<file path="src/rtl/clcd_pkg.sv">
// Package of types, codes and the power-up table for the character display sequencer.
`timescale 1ns / 1ps
`default_nettype none

package clcd_pkg;

  // Widths of the request and operation fields.
  localparam int unsigned ReqW    = 3;
  localparam int unsigned ValW    = 8;
  localparam int unsigned ColW    = 6;
  localparam int unsigned AddrW   = 7;
  localparam int unsigned KindW   = 2;
  localparam int unsigned NibW    = 4;
  localparam int unsigned WaitW   = 16;
  localparam int unsigned CfgIdxW = 1;
  localparam int unsigned CfgW    = 8;

  // Default number of characters blanked by a clear-line request.
  localparam int unsigned LineCharsDefault = 16;

  // The power-up sequence is a fixed list of operations.
  localparam int unsigned InitOps  = 25;
  localparam int unsigned InitIdxW = 5;

  // Request codes.
  localparam logic [ReqW-1:0] ReqInit    = 3'd0;
  localparam logic [ReqW-1:0] ReqCmd     = 3'd1;
  localparam logic [ReqW-1:0] ReqChar    = 3'd2;
  localparam logic [ReqW-1:0] ReqPos     = 3'd3;
  localparam logic [ReqW-1:0] ReqPosClr  = 3'd4;

  // Operation kinds.
  localparam logic [KindW-1:0] OpPoll = 2'd0;
  localparam logic [KindW-1:0] OpNib  = 2'd1;
  localparam logic [KindW-1:0] OpWait = 2'd2;

  // Configuration register indexes.
  localparam logic [CfgIdxW-1:0] CfgBusyPollLimit = 1'b0;
  localparam logic [CfgIdxW-1:0] CfgSecondRowBase = 1'b1;

  // Display constants.
  localparam logic [AddrW-1:0] SecondRowBaseReset = 7'h40;
  localparam logic [ValW-1:0]  SpaceChar          = 8'h20;

  // Byte phases: busy poll, high nibble, low nibble.
  localparam logic [1:0] PhPoll = 2'd0;
  localparam logic [1:0] PhHigh = 2'd1;
  localparam logic [1:0] PhLow  = 2'd2;

  typedef enum logic [2:0] {
    StIdle,
    StInit,
    StCmd,
    StPosA,
    StSpace,
    StPosB
  } state_e;

  // Where the byte of a three-operation transfer comes from.
  typedef enum logic [1:0] {
    SrcInit,
    SrcVal,
    SrcPos,
    SrcSpace
  } src_e;

  // Commands from the controller to the datapath.
  typedef struct packed {
    logic                load;
    logic                emit;
    src_e                src;
    logic [1:0]          phase;
    logic [InitIdxW-1:0] init_idx;
    logic                rs;
    logic                last;
  } cmd_t;

  // Status from the datapath to the controller.
  typedef struct packed {
    logic out_free;
  } sts_t;

  typedef struct packed {
    logic [KindW-1:0] kind;
    logic [NibW-1:0]  nib;
    logic [WaitW-1:0] wait_us;
  } init_op_t;

  // Power-up sequence: nibble resets with their waits, then function set,
  // display off, clear, a wait, entry mode and display on.
  function automatic init_op_t init_op(input logic [InitIdxW-1:0] idx);
    init_op_t op;
    op = '{kind: OpPoll, nib: 4'h0, wait_us: 16'd0};
    case (idx)
      5'd0:  op = '{kind: OpWait, nib: 4'h0, wait_us: 16'd50000};
      5'd1:  op = '{kind: OpNib,  nib: 4'h3, wait_us: 16'd0};
      5'd2:  op = '{kind: OpWait, nib: 4'h0, wait_us: 16'd5000};
      5'd3:  op = '{kind: OpNib,  nib: 4'h3, wait_us: 16'd0};
      5'd4:  op = '{kind: OpWait, nib: 4'h0, wait_us: 16'd150};
      5'd5:  op = '{kind: OpNib,  nib: 4'h3, wait_us: 16'd0};
      5'd6:  op = '{kind: OpWait, nib: 4'h0, wait_us: 16'd150};
      5'd7:  op = '{kind: OpNib,  nib: 4'h2, wait_us: 16'd0};
      5'd8:  op = '{kind: OpWait, nib: 4'h0, wait_us: 16'd150};
      5'd9:  op = '{kind: OpPoll, nib: 4'h0, wait_us: 16'd0};
      5'd10: op = '{kind: OpNib,  nib: 4'h2, wait_us: 16'd0};
      5'd11: op = '{kind: OpNib,  nib: 4'h8, wait_us: 16'd0};
      5'd12: op = '{kind: OpPoll, nib: 4'h0, wait_us: 16'd0};
      5'd13: op = '{kind: OpNib,  nib: 4'h0, wait_us: 16'd0};
      5'd14: op = '{kind: OpNib,  nib: 4'h8, wait_us: 16'd0};
      5'd15: op = '{kind: OpPoll, nib: 4'h0, wait_us: 16'd0};
      5'd16: op = '{kind: OpNib,  nib: 4'h0, wait_us: 16'd0};
      5'd17: op = '{kind: OpNib,  nib: 4'h1, wait_us: 16'd0};
      5'd18: op = '{kind: OpWait, nib: 4'h0, wait_us: 16'd2000};
      5'd19: op = '{kind: OpPoll, nib: 4'h0, wait_us: 16'd0};
      5'd20: op = '{kind: OpNib,  nib: 4'h0, wait_us: 16'd0};
      5'd21: op = '{kind: OpNib,  nib: 4'h6, wait_us: 16'd0};
      5'd22: op = '{kind: OpPoll, nib: 4'h0, wait_us: 16'd0};
      5'd23: op = '{kind: OpNib,  nib: 4'h0, wait_us: 16'd0};
      5'd24: op = '{kind: OpNib,  nib: 4'hC, wait_us: 16'd0};
      default: op = '{kind: OpPoll, nib: 4'h0, wait_us: 16'd0};
    endcase
    return op;
  endfunction

endpackage

`default_nettype wire

</file>
<file path="src/rtl/char_lcd_4bit_sequencer.sv">
// Top level of the 4-bit character display sequencer.
//
// Usage: each request item on the slave stream (s_*) expands into a run of
// bus operations on the master stream (m_*): busy polls, nibble writes and
// waits, the final one of each run flagged by m_tlast_o. Requests are taken
// one at a time; s_tready_o is high only while no sequence is running.
// The row base register is written through cfg_* between requests; the
// poll limit index is accepted but not kept in this block.
// Timing: a taken request is first registered into the controller state,
// and the controller then loads the output register with one operation per
// cycle while m_tready_i does not stall it. A byte or plain position is 3
// operations, power-up is 25 and a position with line clear is
// 6 + 3 * LINE_CHARS (54 at sixteen characters); an unknown code emits none.
// The step counters of the controller set these counts.
// Stall: when m_tready_i is low, the output register holds its operation and
// the controller waits with it.
// Reset: the sequence stops, the output is emptied and the row base returns
// to 0x40.
`timescale 1ns / 1ps
`default_nettype none

module char_lcd_4bit_sequencer #(
  parameter int unsigned LINE_CHARS = clcd_pkg::LineCharsDefault
) (
  input  wire logic                         clk_i,
  input  wire logic                         rst_ni,
  // Request stream.
  input  wire logic                         s_tvalid_i,
  output logic                              s_tready_o,
  input  wire logic [15:0]                  s_tdata_i,  // value[7:0], row[8], col[14:9]
  input  wire logic [2:0]                   s_tuser_i,  // req_type[2:0]
  // Configuration write port.
  input  wire logic                         cfg_we_i,
  input  wire logic [clcd_pkg::CfgIdxW-1:0] cfg_idx_i,
  input  wire logic [clcd_pkg::CfgW-1:0]    cfg_wdata_i,
  // Operation stream.
  output logic                              m_tvalid_o,
  input  wire logic                         m_tready_i,
  output logic [23:0]                       m_tdata_o,  // nibble[3:0], wait_us[19:4]
  output logic [2:0]                        m_tuser_o,  // op_kind[1:0], reg_select[2]
  output logic                              m_tlast_o
);

  clcd_pkg::cmd_t              cmd;
  clcd_pkg::sts_t              sts;
  logic [clcd_pkg::KindW-1:0]  op_kind;
  logic                        reg_select;
  logic [clcd_pkg::NibW-1:0]   nibble;
  logic [clcd_pkg::WaitW-1:0]  wait_us;

  clcd_ctrl #(
    .LINE_CHARS (LINE_CHARS)
  ) u_ctrl (
    .clk_i       (clk_i),
    .rst_ni      (rst_ni),
    .req_valid_i (s_tvalid_i),
    .req_type_i  (s_tuser_i),
    .req_ready_o (s_tready_o),
    .sts_i       (sts),
    .cmd_o       (cmd)
  );

  clcd_dp u_dp (
    .clk_i        (clk_i),
    .rst_ni       (rst_ni),
    .value_i      (s_tdata_i[7:0]),
    .row_i        (s_tdata_i[8]),
    .col_i        (s_tdata_i[14:9]),
    .cfg_we_i     (cfg_we_i),
    .cfg_idx_i    (cfg_idx_i),
    .cfg_wdata_i  (cfg_wdata_i),
    .cmd_i        (cmd),
    .sts_o        (sts),
    .out_ready_i  (m_tready_i),
    .out_valid_o  (m_tvalid_o),
    .op_kind_o    (op_kind),
    .reg_select_o (reg_select),
    .nibble_o     (nibble),
    .wait_us_o    (wait_us),
    .last_o       (m_tlast_o)
  );

  // Pack the operation fields.
  assign m_tdata_o = {4'b0000, wait_us, nibble};
  assign m_tuser_o = {reg_select, op_kind};

  // A valid request code starts a sequence and closes the request port.
  a_req_starts: assert property (@(posedge clk_i) disable iff (!rst_ni)
    (s_tvalid_i && s_tready_o && (s_tuser_i <= clcd_pkg::ReqPosClr)) |=> !s_tready_o)
    else $error("request port stayed open after a valid request");

  // Once the final operation is loaded, the controller is idle.
  a_last_idle: assert property (@(posedge clk_i) disable iff (!rst_ni)
    (cmd.emit && cmd.last) |=> s_tready_o)
    else $error("controller still running after the final operation");

  // Only nibble writes carry data and register select.
  a_non_nib_clean: assert property (@(posedge clk_i) disable iff (!rst_ni)
    (m_tvalid_o && (m_tuser_o[1:0] != clcd_pkg::OpNib)) |->
      (!m_tuser_o[2] && (m_tdata_o[3:0] == '0)))
    else $error("poll or wait operation carries nibble data");

  // Only waits carry a duration.
  a_wait_only: assert property (@(posedge clk_i) disable iff (!rst_ni)
    (m_tvalid_o && (m_tuser_o[1:0] != clcd_pkg::OpWait)) |-> (m_tdata_o[19:4] == '0))
    else $error("non-wait operation carries a wait time");

endmodule

`default_nettype wire

</file>
<file path="src/rtl/clcd_ctrl.sv">
// Controller state machine that steps through the operations of one request.
`timescale 1ns / 1ps
`default_nettype none

module clcd_ctrl #(
  parameter int unsigned LINE_CHARS = clcd_pkg::LineCharsDefault
) (
  input  wire logic                      clk_i,
  input  wire logic                      rst_ni,
  input  wire logic                      req_valid_i,
  input  wire logic [clcd_pkg::ReqW-1:0] req_type_i,
  output logic                           req_ready_o,
  input  wire clcd_pkg::sts_t            sts_i,
  output clcd_pkg::cmd_t                 cmd_o
);

  localparam int unsigned SpcW = (LINE_CHARS > 1) ? $clog2(LINE_CHARS) : 1;
  localparam logic [SpcW-1:0] SpcLast = SpcW'(LINE_CHARS - 1);
  localparam logic [clcd_pkg::InitIdxW-1:0] InitLast =
    clcd_pkg::InitIdxW'(clcd_pkg::InitOps - 1);

  clcd_pkg::state_e state_q, state_d;
  logic [1:0]                    phase_q, phase_d;
  logic [clcd_pkg::InitIdxW-1:0] idx_q, idx_d;
  logic [SpcW-1:0]               spc_q, spc_d;
  logic                          rs_q, rs_d;
  logic                          clr_q, clr_d;
  logic                          accept;
  logic                          adv;
  logic                          byte_end;

  assign accept   = req_valid_i && req_ready_o;
  assign adv      = sts_i.out_free && (state_q != clcd_pkg::StIdle);
  assign byte_end = (phase_q == clcd_pkg::PhLow);

  // Next state and sequence counters.
  always_comb begin
    state_d = state_q;
    phase_d = phase_q;
    idx_d   = idx_q;
    spc_d   = spc_q;
    rs_d    = rs_q;
    clr_d   = clr_q;
    unique case (state_q)
      clcd_pkg::StIdle: begin
        phase_d = clcd_pkg::PhPoll;
        idx_d   = '0;
        spc_d   = '0;
        if (accept) begin
          case (req_type_i)
            clcd_pkg::ReqInit: state_d = clcd_pkg::StInit;
            clcd_pkg::ReqCmd: begin
              state_d = clcd_pkg::StCmd;
              rs_d    = 1'b0;
            end
            clcd_pkg::ReqChar: begin
              state_d = clcd_pkg::StCmd;
              rs_d    = 1'b1;
            end
            clcd_pkg::ReqPos: begin
              state_d = clcd_pkg::StPosA;
              clr_d   = 1'b0;
            end
            clcd_pkg::ReqPosClr: begin
              state_d = clcd_pkg::StPosA;
              clr_d   = 1'b1;
            end
            default: state_d = clcd_pkg::StIdle;
          endcase
        end
      end
      clcd_pkg::StInit: begin
        if (adv) begin
          if (idx_q == InitLast) begin
            state_d = clcd_pkg::StIdle;
          end else begin
            idx_d = idx_q + 1'b1;
          end
        end
      end
      clcd_pkg::StCmd, clcd_pkg::StPosB: begin
        if (adv) begin
          if (byte_end) begin
            state_d = clcd_pkg::StIdle;
            phase_d = clcd_pkg::PhPoll;
          end else begin
            phase_d = phase_q + 1'b1;
          end
        end
      end
      clcd_pkg::StPosA: begin
        if (adv) begin
          if (byte_end) begin
            state_d = clr_q ? clcd_pkg::StSpace : clcd_pkg::StIdle;
            phase_d = clcd_pkg::PhPoll;
          end else begin
            phase_d = phase_q + 1'b1;
          end
        end
      end
      clcd_pkg::StSpace: begin
        if (adv) begin
          if (byte_end) begin
            phase_d = clcd_pkg::PhPoll;
            if (spc_q == SpcLast) begin
              state_d = clcd_pkg::StPosB;
            end else begin
              spc_d = spc_q + 1'b1;
            end
          end else begin
            phase_d = phase_q + 1'b1;
          end
        end
      end
      default: state_d = clcd_pkg::StIdle;
    endcase
  end

  // Commands to the datapath.
  always_comb begin
    req_ready_o     = (state_q == clcd_pkg::StIdle);
    cmd_o.load      = accept;
    cmd_o.emit      = adv;
    cmd_o.phase     = phase_q;
    cmd_o.init_idx  = idx_q;
    cmd_o.src       = clcd_pkg::SrcInit;
    cmd_o.rs        = 1'b0;
    cmd_o.last      = 1'b0;
    unique case (state_q)
      clcd_pkg::StIdle: begin
        cmd_o.src = clcd_pkg::SrcInit;
      end
      clcd_pkg::StInit: begin
        cmd_o.src  = clcd_pkg::SrcInit;
        cmd_o.last = (idx_q == InitLast);
      end
      clcd_pkg::StCmd: begin
        cmd_o.src  = clcd_pkg::SrcVal;
        cmd_o.rs   = rs_q;
        cmd_o.last = byte_end;
      end
      clcd_pkg::StPosA: begin
        cmd_o.src  = clcd_pkg::SrcPos;
        cmd_o.last = byte_end && !clr_q;
      end
      clcd_pkg::StSpace: begin
        cmd_o.src = clcd_pkg::SrcSpace;
        cmd_o.rs  = 1'b1;
      end
      clcd_pkg::StPosB: begin
        cmd_o.src  = clcd_pkg::SrcPos;
        cmd_o.last = byte_end;
      end
      default: cmd_o.src = clcd_pkg::SrcInit;
    endcase
  end

  // State and counter registers.
  always_ff @(posedge clk_i or negedge rst_ni) begin
    if (!rst_ni) begin
      state_q <= clcd_pkg::StIdle;
      phase_q <= clcd_pkg::PhPoll;
      idx_q   <= '0;
      spc_q   <= '0;
      rs_q    <= 1'b0;
      clr_q   <= 1'b0;
    end else begin
      state_q <= state_d;
      phase_q <= phase_d;
      idx_q   <= idx_d;
      spc_q   <= spc_d;
      rs_q    <= rs_d;
      clr_q   <= clr_d;
    end
  end

endmodule

`default_nettype wire

</file>
<file path="src/rtl/clcd_dp.sv">
// Datapath: request fields, row base register, operation builder and output register.
`timescale 1ns / 1ps
`default_nettype none

module clcd_dp (
  input  wire logic                         clk_i,
  input  wire logic                         rst_ni,
  input  wire logic [clcd_pkg::ValW-1:0]    value_i,
  input  wire logic                         row_i,
  input  wire logic [clcd_pkg::ColW-1:0]    col_i,
  input  wire logic                         cfg_we_i,
  input  wire logic [clcd_pkg::CfgIdxW-1:0] cfg_idx_i,
  input  wire logic [clcd_pkg::CfgW-1:0]    cfg_wdata_i,
  input  wire clcd_pkg::cmd_t               cmd_i,
  output clcd_pkg::sts_t                    sts_o,
  input  wire logic                         out_ready_i,
  output logic                              out_valid_o,
  output logic [clcd_pkg::KindW-1:0]        op_kind_o,
  output logic                              reg_select_o,
  output logic [clcd_pkg::NibW-1:0]         nibble_o,
  output logic [clcd_pkg::WaitW-1:0]        wait_us_o,
  output logic                              last_o
);

  logic [clcd_pkg::ValW-1:0]  val_q;
  logic                       row_q;
  logic [clcd_pkg::ColW-1:0]  col_q;
  logic [clcd_pkg::AddrW-1:0] base_q;
  logic [clcd_pkg::AddrW-1:0] addr;
  logic [clcd_pkg::ValW-1:0]  byte_val;
  clcd_pkg::init_op_t         iop;

  logic                        valid_q, valid_d;
  logic [clcd_pkg::KindW-1:0]  kind_q, kind_d;
  logic                        rs_q, rs_d;
  logic [clcd_pkg::NibW-1:0]   nib_q, nib_d;
  logic [clcd_pkg::WaitW-1:0]  wait_q, wait_d;
  logic                        last_q;

  // Request fields are held for the whole sequence.
  always_ff @(posedge clk_i) begin
    if (cmd_i.load) begin
      val_q <= value_i;
      row_q <= row_i;
      col_q <= col_i;
    end
  end

  // Row base register. The poll limit is not kept here.
  always_ff @(posedge clk_i or negedge rst_ni) begin
    if (!rst_ni) begin
      base_q <= clcd_pkg::SecondRowBaseReset;
    end else if (cfg_we_i && (cfg_idx_i == clcd_pkg::CfgSecondRowBase)) begin
      base_q <= cfg_wdata_i[clcd_pkg::AddrW-1:0];
    end
  end

  // Display address wraps within the 7-bit address space.
  assign addr = clcd_pkg::AddrW'(col_q) + (row_q ? base_q : '0);
  assign iop  = clcd_pkg::init_op(cmd_i.init_idx);

  // Byte to transfer.
  always_comb begin
    case (cmd_i.src)
      clcd_pkg::SrcVal:   byte_val = val_q;
      clcd_pkg::SrcPos:   byte_val = {1'b1, addr};
      clcd_pkg::SrcSpace: byte_val = clcd_pkg::SpaceChar;
      default:            byte_val = '0;
    endcase
  end

  // Operation fields.
  always_comb begin
    kind_d = clcd_pkg::OpPoll;
    rs_d   = 1'b0;
    nib_d  = '0;
    wait_d = '0;
    if (cmd_i.src == clcd_pkg::SrcInit) begin
      kind_d = iop.kind;
      nib_d  = iop.nib;
      wait_d = iop.wait_us;
    end else begin
      case (cmd_i.phase)
        clcd_pkg::PhHigh: begin
          kind_d = clcd_pkg::OpNib;
          rs_d   = cmd_i.rs;
          nib_d  = byte_val[7:4];
        end
        clcd_pkg::PhLow: begin
          kind_d = clcd_pkg::OpNib;
          rs_d   = cmd_i.rs;
          nib_d  = byte_val[3:0];
        end
        default: kind_d = clcd_pkg::OpPoll;
      endcase
    end
  end

  // Output register: loads when empty or while its item is being taken.
  assign sts_o.out_free = !valid_q || out_ready_i;

  always_comb begin
    valid_d = valid_q;
    if (cmd_i.emit) begin
      valid_d = 1'b1;
    end else if (out_ready_i) begin
      valid_d = 1'b0;
    end
  end

  always_ff @(posedge clk_i or negedge rst_ni) begin
    if (!rst_ni) begin
      valid_q <= 1'b0;
    end else begin
      valid_q <= valid_d;
    end
  end

  always_ff @(posedge clk_i) begin
    if (cmd_i.emit) begin
      kind_q <= kind_d;
      rs_q   <= rs_d;
      nib_q  <= nib_d;
      wait_q <= wait_d;
      last_q <= cmd_i.last;
    end
  end

  assign out_valid_o  = valid_q;
  assign op_kind_o    = kind_q;
  assign reg_select_o = rs_q;
  assign nibble_o     = nib_q;
  assign wait_us_o    = wait_q;
  assign last_o       = last_q;

endmodule

`default_nettype wire
</file>
<file path="config.mk">
export PLATFORM = sky130hd
export DESIGN_NAME = char_lcd_4bit_sequencer
export DESIGN_NICKNAME = d
export VERILOG_FILES = /design/src/rtl/clcd_pkg.sv /design/src/rtl/char_lcd_4bit_sequencer.sv /design/src/rtl/clcd_ctrl.sv /design/src/rtl/clcd_dp.sv
export SDC_FILE = /design/constraint.sdc
export NUM_CORES = 1
export LEC_CHECK = 0
export BUFFER_PORTS_ARGS = -buffer_cell sky130_fd_sc_hd__buf_2
export CORE_MARGIN = 2
export CORE_UTILIZATION = 55
export DETAILED_ROUTE_END_ITERATION = 12
export PLACE_DENSITY = 0.79
export SYNTH_ARGS = -nofsm -noshare
export SYNTH_HDL_FRONTEND = slang
export SYNTH_HIERARCHICAL = 1
export SYNTH_SLANG_ARGS = --single-unit
</file>
<file path="constraint.sdc">
create_clock -name clk_i -period 2.7 [get_ports clk_i]
set_input_delay 0.27 -clock clk_i [delete_from_list [all_inputs] [get_ports clk_i]]
set_output_delay 0.27 -clock clk_i [all_outputs]
set_load 0.01 [all_outputs]
</file>
==> flow_summary.ini <==
[sta]
period_share_pct = 85.0
timing.hold.ws_ns = 0.117
drv_slew = 0
finalHoldViolCount = 0
rsz0062_at_grt = false
fin_tns_setup_ns = 0
finClkSkew_ns = 0.0122
fmaxAchievable_mhz = 436
setup-violations-final = 0
maxSlewHeadroom_pct = 59.2
period_minus_slack_ns = 2.30
worst_pin_slew_ns = 0.611

[worst_hold_path]
hold_depth = 1
hp-class = in2reg

[floorplan]
die_h_microns = 82.0
initial_core_util_pct = 56.8
fp.coreArea_sq_mm = 0.00589
core.rowCount = 28
num_io_pins = 63
fp.dieArea_sq_mm = 0.00672
die_width_microns = 82.0

[power]
ir_drop_uv = 588
p_leak_nw = 1.58
p_per_area_mw_per_mm2 = 970

[finish]
nNetsFinal = 418
area_delta_synth_final_pct = 10.5
final_cell_mix = 52 x buf_2, 31 x edfxtp_1, 26 x nand2_1, 23 x dfrtp_1, 18 x nor2_1
final_common_cell = buf_2
fillers = 492
final_util_pct = 62.8
antennaDiodeCount = 0
drive_above_1_share_pct = 23.8

[clocking]
cts_htree_levels = 2
clkSinkCount = 55
cts_tree = yes
cts-root-buf = clkbuf_8
clockBufferDepth = 2
hold_buffers = 1
cts_resized = 0
insertion_delay_ns = 0.32
postCtsSetupBuffers = 0
path_clk_slew_ns = 0.10
numCtsBuffers = 5

[detailed_routing]
drtIter0Drc = 139
vias = 2458
ant_nets = 0
via_per_inst = 5.54
routed_wl_microns = 6170
drcViolationCount = 0
wl_per_cell_microns = 13.9
dr.pass1.iters = 4

[status]
status = finished, final reports clean

[logic_synthesis]
syn_area_sq_mm = 0.00334
ys_seq_area_share_pct = 45.8
synth_edf_count = 31
ys.flop_type = edfxtp_1
ys_types = 68
synth-seq-cells = 55
yosys_warnings = 6
syn_avg_cell_area_sq_um = 10.4
netlist_instances = 320
synth-async-reset-ratio_pct = 43.6

[global_routing]
grt.overflow.total = 0
grt.total_usage_pct = 20.0
grt_pass1_vias = 2362
antenna_found_initial = 0
grt_pass1_wl_microns = 10400
grt_max_degree = 25

[flow_run]
maxCapViolations = 0

[worst_setup_path]
cp_slowest_cell = edfxtp_1
worstSetupStartpointType = flop
cp_slowest_stage_delay_ns = 0.47
crit_path_end_kind = flop
cp_max_fo = 7
cp.required_ns = 2.76
cp_data_arrival_time_ns = 2.35
worstPathCellList = and2_1 > ha_1 > inv_1 > fa_1 > nor2b_1 > o31a_1 > nor3_1 > mux2i_1 > nand4_1
rr_worst_depth = 9
crit_type = reg2reg

[place]
hpwl_microns = 4610
port-buffer-count = 52
place_congestion = 0.823
[area by class of cell]
cell class / instances / area, sq um / area share [%]
Inverter: 17 / 63.8 / 1.73
Timing Repair Buffer: 59 / 315 / 8.54
Multi-Input combinational cell: 230 / 1590 / 43.1
Clock inverter: 3 / 26.3 / 0.711
Tap cell: 75 / 93.8 / 2.54
Sequential cell: 55 / 1530 / 41.5
Clock buffer: 5 / 68.8 / 1.86
[per-layer routing]
layer | up-vias | wire length [microns] | GRT usage (%)
met4 | 0 | 120 | 6.50
met1 | 1160 | 2770 | 25.0
li1 | 1223 | - | -
met2 | 59 | 3020 | 35.2
met5 | - | 0 | 0
met3 | 16 | 251 | 3.30
[through the flow]
stage | power (W) | setup WS [ns] | cell area (sq um) | cells
after floorplan | 0.00273 | 0.703 | 3370 | 326
after global placement | 0.00307 | 0.534 | 3590 | 435
after detailed placement | 0.00312 | 0.467 | 3590 | 435
after CTS | 0.00360 | 0.423 | 3690 | 444
after global routing | 0.00388 | 0.288 | 3690 | 444
final | 0.00358 | 0.404 | 3690 | 444
[worst max-delay path: cells and delay by family, from the launching register on]
family,cells,cell delay [ns]
AOI/OAI and AO/OA,1,0.25
adders and majority gates,2,0.40
buffers and inverters,1,0.07
DFF,1,0.47
muxes,1,0.25
and+or+nand+nor,4,0.59
[Yosys cell counts (all sizes together), types with 2 or more instances]
master  count  area share (%)
nand2      27             3.1
nand2b     14             2.6
and2        9             1.7
or2         2            0.37
and3        2            0.37
nand3       7             1.0
nor2       18             2.0
nor3        6            0.90
edfxtp     31              28
and2b       2            0.49
a21oi      12             1.8
a211oi      2            0.60
mux2i       8             2.4
a22oi       3            0.67
or3         2            0.52
nand3b      5             1.1
inv        17             1.9
clkbuf      2            0.22
nor4b       2            0.97
nor3b       2            0.79
nand4       5            0.94
ha         16             6.0
buf        22             5.1
conb        2            0.22
mux2        8             2.8
o21a        3            0.67
o21bai      2            0.45
dfrtp      23              17
a21o        2            0.45
o22ai       2            0.56
a31oi       4            0.75
xor2        4             1.0
o31ai       2            0.45
o211ai      3            0.67
nor2b       7             1.3
xnor2       2            0.52
a32oi       2            0.52
o21ai      22             3.3
[where the power goes]
| group | total, W | switching (W) | internal (W) |
|---|---|---|---|
| Sequential | 0.00141 | 0.000177 | 0.00124 |
| Combinational | 0.00170 | 0.000983 | 0.000713 |
| Clock | 0.000472 | 0.000281 | 0.000191 |
[cells by family (layout without fill, tap and decap cells)]
| group | after synthesis | in the layout | share of synthesized area [%] |
|---|---|---|---|
| xor gates and xnor gates | 6 | 6 | 1.57 |
| other | 2 | 8 | 0.225 |
| buffers and inverters | 41 | 84 | 7.19 |
| adders and majority gates | 18 | 18 | 6.89 |
| and+or+nand+nor | 115 | 115 | 19.8 |
| DFF | 55 | 55 | 45.8 |
| muxes | 16 | 16 | 5.20 |
| AOI/OAI and AO/OA | 67 | 67 | 13.2 |
[path summary, 6_finish.rpt]
path	start	endpoint	slack, ns
max	u_dp/row_q$_DFFE_PP_	u_dp/nibble_o[2]$_DFFE_PP_	0.40
min	s_tdata_i[9]	u_dp/col_q[0]$_DFFE_PP_	0.12
max reg2reg	u_dp/row_q$_DFFE_PP_	u_dp/nibble_o[2]$_DFFE_PP_	0.40
min reg2reg	u_ctrl/spc_q[0]$_DFFE_PN0P_	u_ctrl/spc_q[0]$_DFFE_PN0P_	0.51
max in group asynchronous	rst_ni	u_ctrl/idx_q[4]$_DFFE_PN0P_	1.87
min in group asynchronous	rst_ni	u_dp/base_q[0]$_DFFE_PN0P_	0.46
[registers in the layout, indices dropped and copies added, names as in the netlist]
signal and flops:
u_dp/last_o 1, u_dp/col_q 6, u_ctrl/state_q 3, u_dp/val_q 8, u_dp/reg_select_o 1, u_dp/nibble_o 4
u_ctrl/clr_q 1, u_dp/out_valid_o 1, u_dp/op_kind_o 2, u_ctrl/rs_q 1, u_dp/row_q 1, u_ctrl/idx_q 5
u_ctrl/phase_q 2, u_dp/wait_us_o 8, u_ctrl/spc_q 4, u_dp/base_q 7
Note: power is estimated with default switching activity, not from simulation.
